**config.mk**
```make
export PLATFORM = sky130hd
export DESIGN_NAME = lifo_stack_with_indexed_access
export DESIGN_NICKNAME = d
export VERILOG_FILES = /design/src/hw/rtl/lstk_pkg.sv /design/src/hw/rtl/lifo_stack_with_indexed_access.sv /design/src/hw/rtl/lstk_ram.sv /design/src/hw/rtl/lstk_ctrl.sv /design/src/hw/rtl/lstk_resp.sv
export SDC_FILE = /design/constraint.sdc
export NUM_CORES = 1
export LEC_CHECK = 0
export ABC_CLOCK_PERIOD_IN_PS = 4100
export BUFFER_PORTS_ARGS = -buffer_cell sky130_fd_sc_hd__buf_2
export CORE_UTILIZATION = 40
export DETAILED_ROUTE_END_ITERATION = 12
export PLACE_DENSITY = 0.55
export SETUP_SLACK_MARGIN = 0.05
export SLEW_MARGIN = 20
export SYNTH_ARGS = -nofsm -noshare
export SYNTH_HDL_FRONTEND = slang
export SYNTH_HIERARCHICAL = 1
export SYNTH_SLANG_ARGS = --single-unit
```
**constraint.sdc**
```tcl
create_clock -name i_clk -period 4.1 [get_ports i_clk]
set_input_delay 0.41 -clock i_clk [delete_from_list [all_inputs] [get_ports i_clk]]
set_output_delay 0.41 -clock i_clk [all_outputs]
set_load 0.01 [all_outputs]
```
**src/hw/rtl/lstk_pkg.sv**
```systemverilog
// ----------------------------------------------------------------------------
// lstk_pkg
// Shared types and codes for the LIFO stack with indexed access.
// ----------------------------------------------------------------------------
package lstk_pkg;

    // Operation codes carried on the input transaction
    typedef enum logic [1:0] {
        OP_PUSH   = 2'd0,
        OP_POP    = 2'd1,
        OP_PEEK   = 2'd2,
        OP_CHANGE = 2'd3
    } t_op;

    // Error codes reported with each result
    typedef enum logic [1:0] {
        ERR_NONE      = 2'd0,
        ERR_OVERFLOW  = 2'd1,
        ERR_UNDERFLOW = 2'd2
    } t_err;

    localparam int unsigned DATA_W  = 32;
    localparam int unsigned POS_W   = 3;
    localparam int unsigned COUNT_W = 4;

    // Result sideband, travels with the memory read
    typedef struct packed {
        logic                 take_data;  // data comes from the memory read
        logic [COUNT_W-1:0]   count;
        logic                 empty;
        logic                 full;
        t_err                 error;
    } t_rsp_info;

endpackage

```
**src/hw/rtl/lifo_stack_with_indexed_access.sv**
```systemverilog
// ----------------------------------------------------------------------------
// lifo_stack_with_indexed_access
// Fixed-depth LIFO stack of signed 32-bit words with push, pop, peek at a
// position and change at a position. One result per operation.
//
//   channel | direction | handshake               | payload
//   --------+-----------+-------------------------+------------------------------
//   in      | input     | i_in_valid / o_in_stall  | i_op, i_value, i_position
//   out     | output    | o_out_valid / i_out_stall| o_data, o_count, o_empty_res,
//           |           |                          | o_full_res, o_error
//
// One operation per cycle while input is not stalled; each result passes
// the read stage, where the sideband waits beside the registered read
// port of the stack memory, and then the output register. After reset a
// clearing sweep writes zeros to every address; input is stalled during it.
// A stalled output holds one result in the output register and one in the
// read stage; outside the sweep, input stalls only when both are full.
// ----------------------------------------------------------------------------
module lifo_stack_with_indexed_access #(
    parameter int unsigned DEPTH = 8
) (
    input  logic                                i_clk,
    input  logic                                i_rst_n,
    input  logic                                i_in_valid,
    output logic                                o_in_stall,
    input  logic [1:0]                          i_op,
    input  logic signed [31:0]                  i_value,
    input  logic [2:0]                          i_position,
    output logic                                o_out_valid,
    input  logic                                i_out_stall,
    output logic signed [31:0]                  o_data,
    output logic [3:0]                          o_count,
    output logic                                o_empty_res,
    output logic                                o_full_res,
    output logic [1:0]                          o_error
);

    localparam int unsigned AW = $clog2(DEPTH);

    logic                         take_ok;
    logic                         issue;
    lstk_pkg::t_rsp_info          ctrl_info;
    lstk_pkg::t_rsp_info          out_info;
    logic                         we, re;
    logic [AW-1:0]                waddr, raddr;
    logic [lstk_pkg::DATA_W-1:0]  wdata, rdata;

    // Control and decode
    lstk_ctrl #(
        .DEPTH (DEPTH)
    ) u_ctrl (
        .i_clk      (i_clk),
        .i_rst_n    (i_rst_n),
        .i_in_valid (i_in_valid),
        .o_in_stall (o_in_stall),
        .i_op       (i_op),
        .i_value    (i_value),
        .i_position (i_position),
        .i_take_ok  (take_ok),
        .o_issue    (issue),
        .o_info     (ctrl_info),
        .o_we       (we),
        .o_waddr    (waddr),
        .o_wdata    (wdata),
        .o_re       (re),
        .o_raddr    (raddr)
    );

    // Stack store
    lstk_ram #(
        .WIDTH (lstk_pkg::DATA_W),
        .DEPTH (DEPTH)
    ) u_ram (
        .i_clk   (i_clk),
        .i_we    (we),
        .i_waddr (waddr),
        .i_wdata (wdata),
        .i_re    (re),
        .i_raddr (raddr),
        .o_rdata (rdata)
    );

    // Result staging
    lstk_resp u_resp (
        .i_clk       (i_clk),
        .i_rst_n     (i_rst_n),
        .i_issue     (issue),
        .i_info      (ctrl_info),
        .i_rdata     (rdata),
        .o_take_ok   (take_ok),
        .o_out_valid (o_out_valid),
        .i_out_stall (i_out_stall),
        .o_data      (o_data),
        .o_info      (out_info)
    );

    assign o_count     = out_info.count;
    assign o_empty_res = out_info.empty;
    assign o_full_res  = out_info.full;
    assign o_error     = out_info.error;

    // Clearing sweep blocks input right after reset
    a_clear_stall: assert property (@(posedge i_clk) disable iff (!i_rst_n)
        $past(!i_rst_n) |-> o_in_stall)
        else $error("input accepted during clearing sweep");

    // Overflow only when full
    a_ovf_full: assert property (@(posedge i_clk) disable iff (!i_rst_n)
        (o_out_valid && (o_error == lstk_pkg::ERR_OVERFLOW)) |-> o_full_res)
        else $error("overflow reported while not full");

    // Underflow only when empty, with zero data
    a_unf_empty: assert property (@(posedge i_clk) disable iff (!i_rst_n)
        (o_out_valid && (o_error == lstk_pkg::ERR_UNDERFLOW))
            |-> (o_empty_res && (o_data == '0)))
        else $error("underflow result inconsistent");

    // Full flag agrees with the count field
    a_full_count: assert property (@(posedge i_clk) disable iff (!i_rst_n)
        (o_out_valid && o_full_res) |-> (o_count == 4'(DEPTH) && !o_empty_res))
        else $error("full flag disagrees with count");

endmodule

```
**src/hw/rtl/lstk_ram.sv**
```systemverilog
// ----------------------------------------------------------------------------
// lstk_ram
// Generic single-clock RAM, one write port, one read port, registered read.
// A read and a write to the same address in one cycle return the old word.
// ----------------------------------------------------------------------------
module lstk_ram #(
    parameter int unsigned WIDTH = 32,
    parameter int unsigned DEPTH = 8
) (
    input  logic                     i_clk,
    input  logic                     i_we,
    input  logic [$clog2(DEPTH)-1:0] i_waddr,
    input  logic [WIDTH-1:0]         i_wdata,
    input  logic                     i_re,
    input  logic [$clog2(DEPTH)-1:0] i_raddr,
    output logic [WIDTH-1:0]         o_rdata
);

    logic [WIDTH-1:0] r_mem [DEPTH];
    logic [WIDTH-1:0] r_rdata;

    // Storage and registered read (read-first)
    always_ff @(posedge i_clk) begin
        if (i_we) begin
            r_mem[i_waddr] <= i_wdata;
        end
        if (i_re) begin
            r_rdata <= r_mem[i_raddr];
        end
    end

    assign o_rdata = r_rdata;

endmodule

```
**src/hw/rtl/lstk_ctrl.sv**
```systemverilog
// ----------------------------------------------------------------------------
// lstk_ctrl
// Stack control: fill count, operation decode, memory read/write issue and
// the clearing sweep after reset.
// ----------------------------------------------------------------------------
module lstk_ctrl #(
    parameter int unsigned DEPTH = 8
) (
    input  logic                             i_clk,
    input  logic                             i_rst_n,
    // input transaction
    input  logic                             i_in_valid,
    output logic                             o_in_stall,
    input  logic [1:0]                       i_op,
    input  logic signed [lstk_pkg::DATA_W-1:0] i_value,
    input  logic [lstk_pkg::POS_W-1:0]       i_position,
    // from the response stage
    input  logic                             i_take_ok,
    output logic                             o_issue,
    output lstk_pkg::t_rsp_info              o_info,
    // memory ports
    output logic                             o_we,
    output logic [$clog2(DEPTH)-1:0]         o_waddr,
    output logic [lstk_pkg::DATA_W-1:0]      o_wdata,
    output logic                             o_re,
    output logic [$clog2(DEPTH)-1:0]         o_raddr
);

    localparam int unsigned AW  = $clog2(DEPTH);
    localparam int unsigned CW  = $clog2(DEPTH + 1);
    localparam int unsigned XW  = ((AW > lstk_pkg::POS_W) ? AW : lstk_pkg::POS_W) + 1;
    localparam int unsigned CXW = (CW > lstk_pkg::COUNT_W) ? CW : lstk_pkg::COUNT_W;

    logic [CW-1:0] r_count, n_count;
    logic          r_clearing, n_clearing;
    logic [AW-1:0] r_clr_addr, n_clr_addr;

    logic          accept;
    logic          full, empty;
    logic          pos_ok;
    logic [AW-1:0] pos_a;
    logic [AW-1:0] top_a;
    logic [CW-1:0] count_dec;
    lstk_pkg::t_op op;

    assign op        = lstk_pkg::t_op'(i_op);
    assign accept    = i_in_valid && !r_clearing && i_take_ok;
    assign full      = (r_count == CW'(DEPTH));
    assign empty     = (r_count == '0);
    assign pos_ok    = (XW'(i_position) < XW'(DEPTH));
    assign pos_a     = AW'(i_position);
    assign top_a     = AW'(r_count);
    assign count_dec = r_count - CW'(1);

    assign o_in_stall = r_clearing || !i_take_ok;
    assign o_issue    = accept;

    // Decode one operation, drive memory and next count
    always_comb begin
        n_count        = r_count;
        n_clearing     = r_clearing;
        n_clr_addr     = r_clr_addr;
        o_we           = 1'b0;
        o_waddr        = top_a;
        o_wdata        = '0;
        o_re           = 1'b0;
        o_raddr        = pos_a;
        o_info.take_data = 1'b0;
        o_info.error     = lstk_pkg::ERR_NONE;

        if (r_clearing) begin
            // sweep zeros through the store
            o_we    = 1'b1;
            o_waddr = r_clr_addr;
            if (r_clr_addr == AW'(DEPTH - 1)) begin
                n_clearing = 1'b0;
            end else begin
                n_clr_addr = r_clr_addr + AW'(1);
            end
        end else if (accept) begin
            unique case (op)
                lstk_pkg::OP_PUSH: begin
                    if (full) begin
                        o_info.error = lstk_pkg::ERR_OVERFLOW;
                    end else begin
                        o_we    = 1'b1;
                        o_waddr = top_a;
                        o_wdata = i_value;
                        n_count = r_count + CW'(1);
                    end
                end
                lstk_pkg::OP_POP: begin
                    if (empty) begin
                        o_info.error = lstk_pkg::ERR_UNDERFLOW;
                    end else begin
                        // read old top and zero it in the same cycle
                        o_re             = 1'b1;
                        o_raddr          = AW'(count_dec);
                        o_we             = 1'b1;
                        o_waddr          = AW'(count_dec);
                        n_count          = count_dec;
                        o_info.take_data = 1'b1;
                    end
                end
                lstk_pkg::OP_PEEK: begin
                    if (empty) begin
                        o_info.error = lstk_pkg::ERR_UNDERFLOW;
                    end else if (pos_ok) begin
                        o_re             = 1'b1;
                        o_raddr          = pos_a;
                        o_info.take_data = 1'b1;
                    end
                end
                lstk_pkg::OP_CHANGE: begin
                    if (pos_ok) begin
                        o_we    = 1'b1;
                        o_waddr = pos_a;
                        o_wdata = i_value;
                    end
                end
                default: begin
                end
            endcase
        end

        // Flags and count seen after the operation
        o_info.count = lstk_pkg::COUNT_W'(CXW'(n_count));
        o_info.empty = (n_count == '0);
        o_info.full  = (n_count == CW'(DEPTH));
    end

    // State registers
    always_ff @(posedge i_clk) begin
        if (!i_rst_n) begin
            r_count    <= '0;
            r_clearing <= 1'b1;
            r_clr_addr <= '0;
        end else begin
            r_count    <= n_count;
            r_clearing <= n_clearing;
            r_clr_addr <= n_clr_addr;
        end
    end

endmodule

```
**src/hw/rtl/lstk_resp.sv**
```systemverilog
// ----------------------------------------------------------------------------
// lstk_resp
// Response path: holds the sideband while the memory read completes, then
// loads the output register. Read data stays valid in the RAM until the
// next read, so a stalled read stage simply holds.
// ----------------------------------------------------------------------------
module lstk_resp (
    input  logic                                 i_clk,
    input  logic                                 i_rst_n,
    input  logic                                 i_issue,
    input  lstk_pkg::t_rsp_info                  i_info,
    input  logic [lstk_pkg::DATA_W-1:0]          i_rdata,
    output logic                                 o_take_ok,
    // output transaction
    output logic                                 o_out_valid,
    input  logic                                 i_out_stall,
    output logic signed [lstk_pkg::DATA_W-1:0]   o_data,
    output lstk_pkg::t_rsp_info                  o_info
);

    logic                          r_s1_v;
    lstk_pkg::t_rsp_info           r_s1_info;
    logic                          r_out_v;
    lstk_pkg::t_rsp_info           r_out_info;
    logic [lstk_pkg::DATA_W-1:0]   r_out_data;
    logic                          s1_adv;

    assign s1_adv    = r_s1_v && (!r_out_v || !i_out_stall);
    assign o_take_ok = !r_s1_v || s1_adv;

    // Valid bits
    always_ff @(posedge i_clk) begin
        if (!i_rst_n) begin
            r_s1_v  <= 1'b0;
            r_out_v <= 1'b0;
        end else begin
            if (i_issue) begin
                r_s1_v <= 1'b1;
            end else if (s1_adv) begin
                r_s1_v <= 1'b0;
            end
            if (s1_adv) begin
                r_out_v <= 1'b1;
            end else if (!i_out_stall) begin
                r_out_v <= 1'b0;
            end
        end
    end

    // Payload registers
    always_ff @(posedge i_clk) begin
        if (i_issue) begin
            r_s1_info <= i_info;
        end
        if (s1_adv) begin
            r_out_info <= r_s1_info;
            r_out_data <= r_s1_info.take_data ? i_rdata : '0;
        end
    end

    assign o_out_valid = r_out_v;
    assign o_data      = r_out_data;
    assign o_info      = r_out_info;

endmodule

```
==> reports/qor.yml <==
clock_tree:
  post-cts-setup-buffer-count: 0
  postCtsResizedCells: 0
  tritoncts: "built"
  cts_buffers: 37
  post_cts_hold_buffer_count: 0
  worst_skew_pair.late_latency_ns: 0.51
  tritoncts_num_sinks: 347
  clk_path_buf_depth: 3
  clk_transition_reported_paths_ns: 0.06
  cts-htree-levels: 2
  cts_root_buf: "clkbuf_16"
cells_and_area:
  final_layout_size_suffix_gt1_share_pct: 34.7
  num-fill-cells: 2793
  multi_input_comb_area_um2: 3270
  antenna_cells: 0
  area_delta_synth_final_pct: 17.4
  finalInstanceArea_um2: 16100
  final_util_pct: 47.9
  layout.area.seq_um2: 10300
  final_nets: 816
power_and_ir_drop:
  p_leak_nw: 5.53
  share_seq_of_total_power_pct: 52.0
  powerDensity_nw_per_um2: 481
  pwr-share-comb_pct: 5.1
  switchingPower_w: 0.00157
  clock_power_share_pct: 42.9
  internal-power_w: 0.00618
  sw_frac_of_total_pct: 20.2
  irDropWorstVdd_mv: 0.302
global_route:
  grt.total_usage_pct: 15.6
  grt_pass1_wl_um: 40900
  grt_max_degree: 65
  first_global_vias: 6804
  globalRouteOverflowTotal: 0
  antenna_found_initial: 0
synthesis:
  synthCells: 654
  synthesis.area_um2: 13700
  syn_avg_cell_area_um2: 21.0
  syn-num-nets: 704
  yosys_warning_total: 6
sta:
  period_share_pct: 86.3
  setup_tns_ns: 0
  max_slew_margin_pct: 37.8
  clock_skew_ns: 0.0138
  period_minus_slack_ns: 3.54
  timing.final.setup_violations: 0
  report.final.hold_viol_count: 0
  slew_violations: 0
  grt_setup_unrepaired: "false"
  tightestPinTransition_ns: 0.931
  max_clock_freq_ghz: 0.283
worst_setup_path:
  r2r_slack_ns: 0.56
  crit_path_max_fanout: 22
  reg2reg_to: "u_ram/o_rdata[14]"
  critPathRequiredTime_ns: 4.36
  path_class: "flop to flop"
  timing.critical_path.to: "u_ram/o_rdata[14]"
  timing.critical_path.to_type: "flop"
  timing.critical_path.from: "u_ctrl/r_count[0]"
  worst-r2r-cell-count: 9
  crit_path_start_kind: "flop"
  timing.rr.start: "u_ctrl/r_count[0]"
  arrival_time_at_the_worst_endpoint_ns: 3.79
floorplanning:
  die_height_um: 187
  dieArea_um2: 35000
  initial_utilization_pct: 40.8
  num_rows: 67
  io_pins: 83
  fp.coreArea_um2: 33600
  floorplan.die.width_um: 187
route:
  finalWirelength_um: 26800
  viasPerCell: 5.15
  drc: 0
  drt-initial-drc-count: 508
  first_pass_iters: 5
  antenna_left: 0
  avgRoutedWirePerCell_um: 21.6
  vias: 6396
placed_design:
  dp_hpwl_um: 15100
  detailed_place.area_um2: 14900
  place.port_buffers: 82
  finalWeightedCongestion: 0.856
run:
  max-cap-violations: 0
min_path:
  min_path_type: "input pin to flop"
run_status:
  outcome: "completed"
==> through the flow <==
stage | hold WS [ns] | cells | total power, W | setup slack [ns]
global placement | 0.401 | 1174 | 0.00449 | 0.710
detailed placement | 0.407 | 1175 | 0.00451 | 0.574
floorplan | 0.400 | 654 | 0.00435 | 0.242
CTS | 0.161 | 1241 | 0.00784 | 0.562
global route | 0.177 | 1241 | 0.00798 | 0.308
finish | 0.173 | 1241 | 0.00774 | 0.564
==> routing by layer <==
layer,vias to the layer above,global-route usage (%),part of all wire [%]
met5,-,0,0
met4,0,4.54,2.2
met3,45,2.72,4.0
met2,164,26.5,50
met1,3301,20.6,44
li1,2886,-,-
==> cells in the final DEF, fill, tap and decap left out, drive strengths merged, types with 6 or more instances in the layout <==
| cell | instances |
|---|---|
| nor3 | 7 |
| clkbuf | 45 |
| mux4 | 64 |
| a21oi | 6 |
| ha | 9 |
| clkinvlp | 6 |
| o21ai | 10 |
| nand2 | 18 |
| mux2 | 32 |
| and2 | 69 |
| inv | 12 |
| nor2 | 13 |
| edfxtp | 337 |
| dfxtp | 10 |
| buf | 104 |
| clkinv | 8 |
==> power groups by stage <==
| stage | sequential, W | clock (W) | combinational, W |
|---|---|---|---|
| 5_1_grt | 0.00404 | 0.00352 | 0.000425 |
| 2_1_floorplan | 0.00410 | 0 | 0.000250 |
| 3_5_place_dp | 0.00410 | 0 | 0.000407 |
| 3_3_place_gp | 0.00409 | 0 | 0.000398 |
| 4_1_cts | 0.00403 | 0.00340 | 0.000408 |
| 6_report | 0.00403 | 0.00332 | 0.000396 |
==> critical path, cell delays in order, from the launching register on <==
cell	delay [ns]
dfxtp_1	0.43
inv_1	0.22
ha_1	0.33
or3b_1	0.47
nand3_1	0.28
nand2_1	0.15
o21ai_4	0.10
buf_4	0.41
mux4_1	0.61
mux2_2	0.28
==> area by class of cell <==
type                       instances  area share (%)
clock buffer                      45            6.21
clock inverter                    21            1.42
inverter                           9           0.210
tap                              448            3.48
sequential                       347            64.1
multi-input combinational        267            20.3
timing repair buffer             104            4.25
==> registers in the layout, indices dropped and copies added (netlist names) <==
register / flops
u_ram/r_mem: 256
u_ram/o_rdata: 32
u_resp/o_data: 32
u_resp/r_s1_info: 9
u_resp/o_info: 8
u_ctrl/r_count: 4
u_ctrl/r_clr_addr: 3
u_ctrl/r_clearing: 1
u_resp/o_out_valid: 1
u_resp/r_s1_v: 1
==> worst min-delay path by stage <==
| stage | start | to | slack (ns) | depth (start not counted) |
|---|---|---|---|---|
| floorplan | u_resp/r_s1_info[0] | u_resp/o_info[0] | 0.40 | 0 |
| global placement | u_resp/r_s1_info[0] | u_resp/o_info[0] | 0.40 | 0 |
| detailed placement | u_resp/r_s1_info[0] | u_resp/o_info[0] | 0.41 | 0 |
| CTS | i_rst_n | u_ctrl/r_clearing | 0.16 | 2 |
| global route | i_rst_n | u_ctrl/r_clearing | 0.18 | 2 |
| finish | i_rst_n | u_ctrl/r_clearing | 0.17 | 2 |
Note: power is estimated with default switching activity, not from simulation.
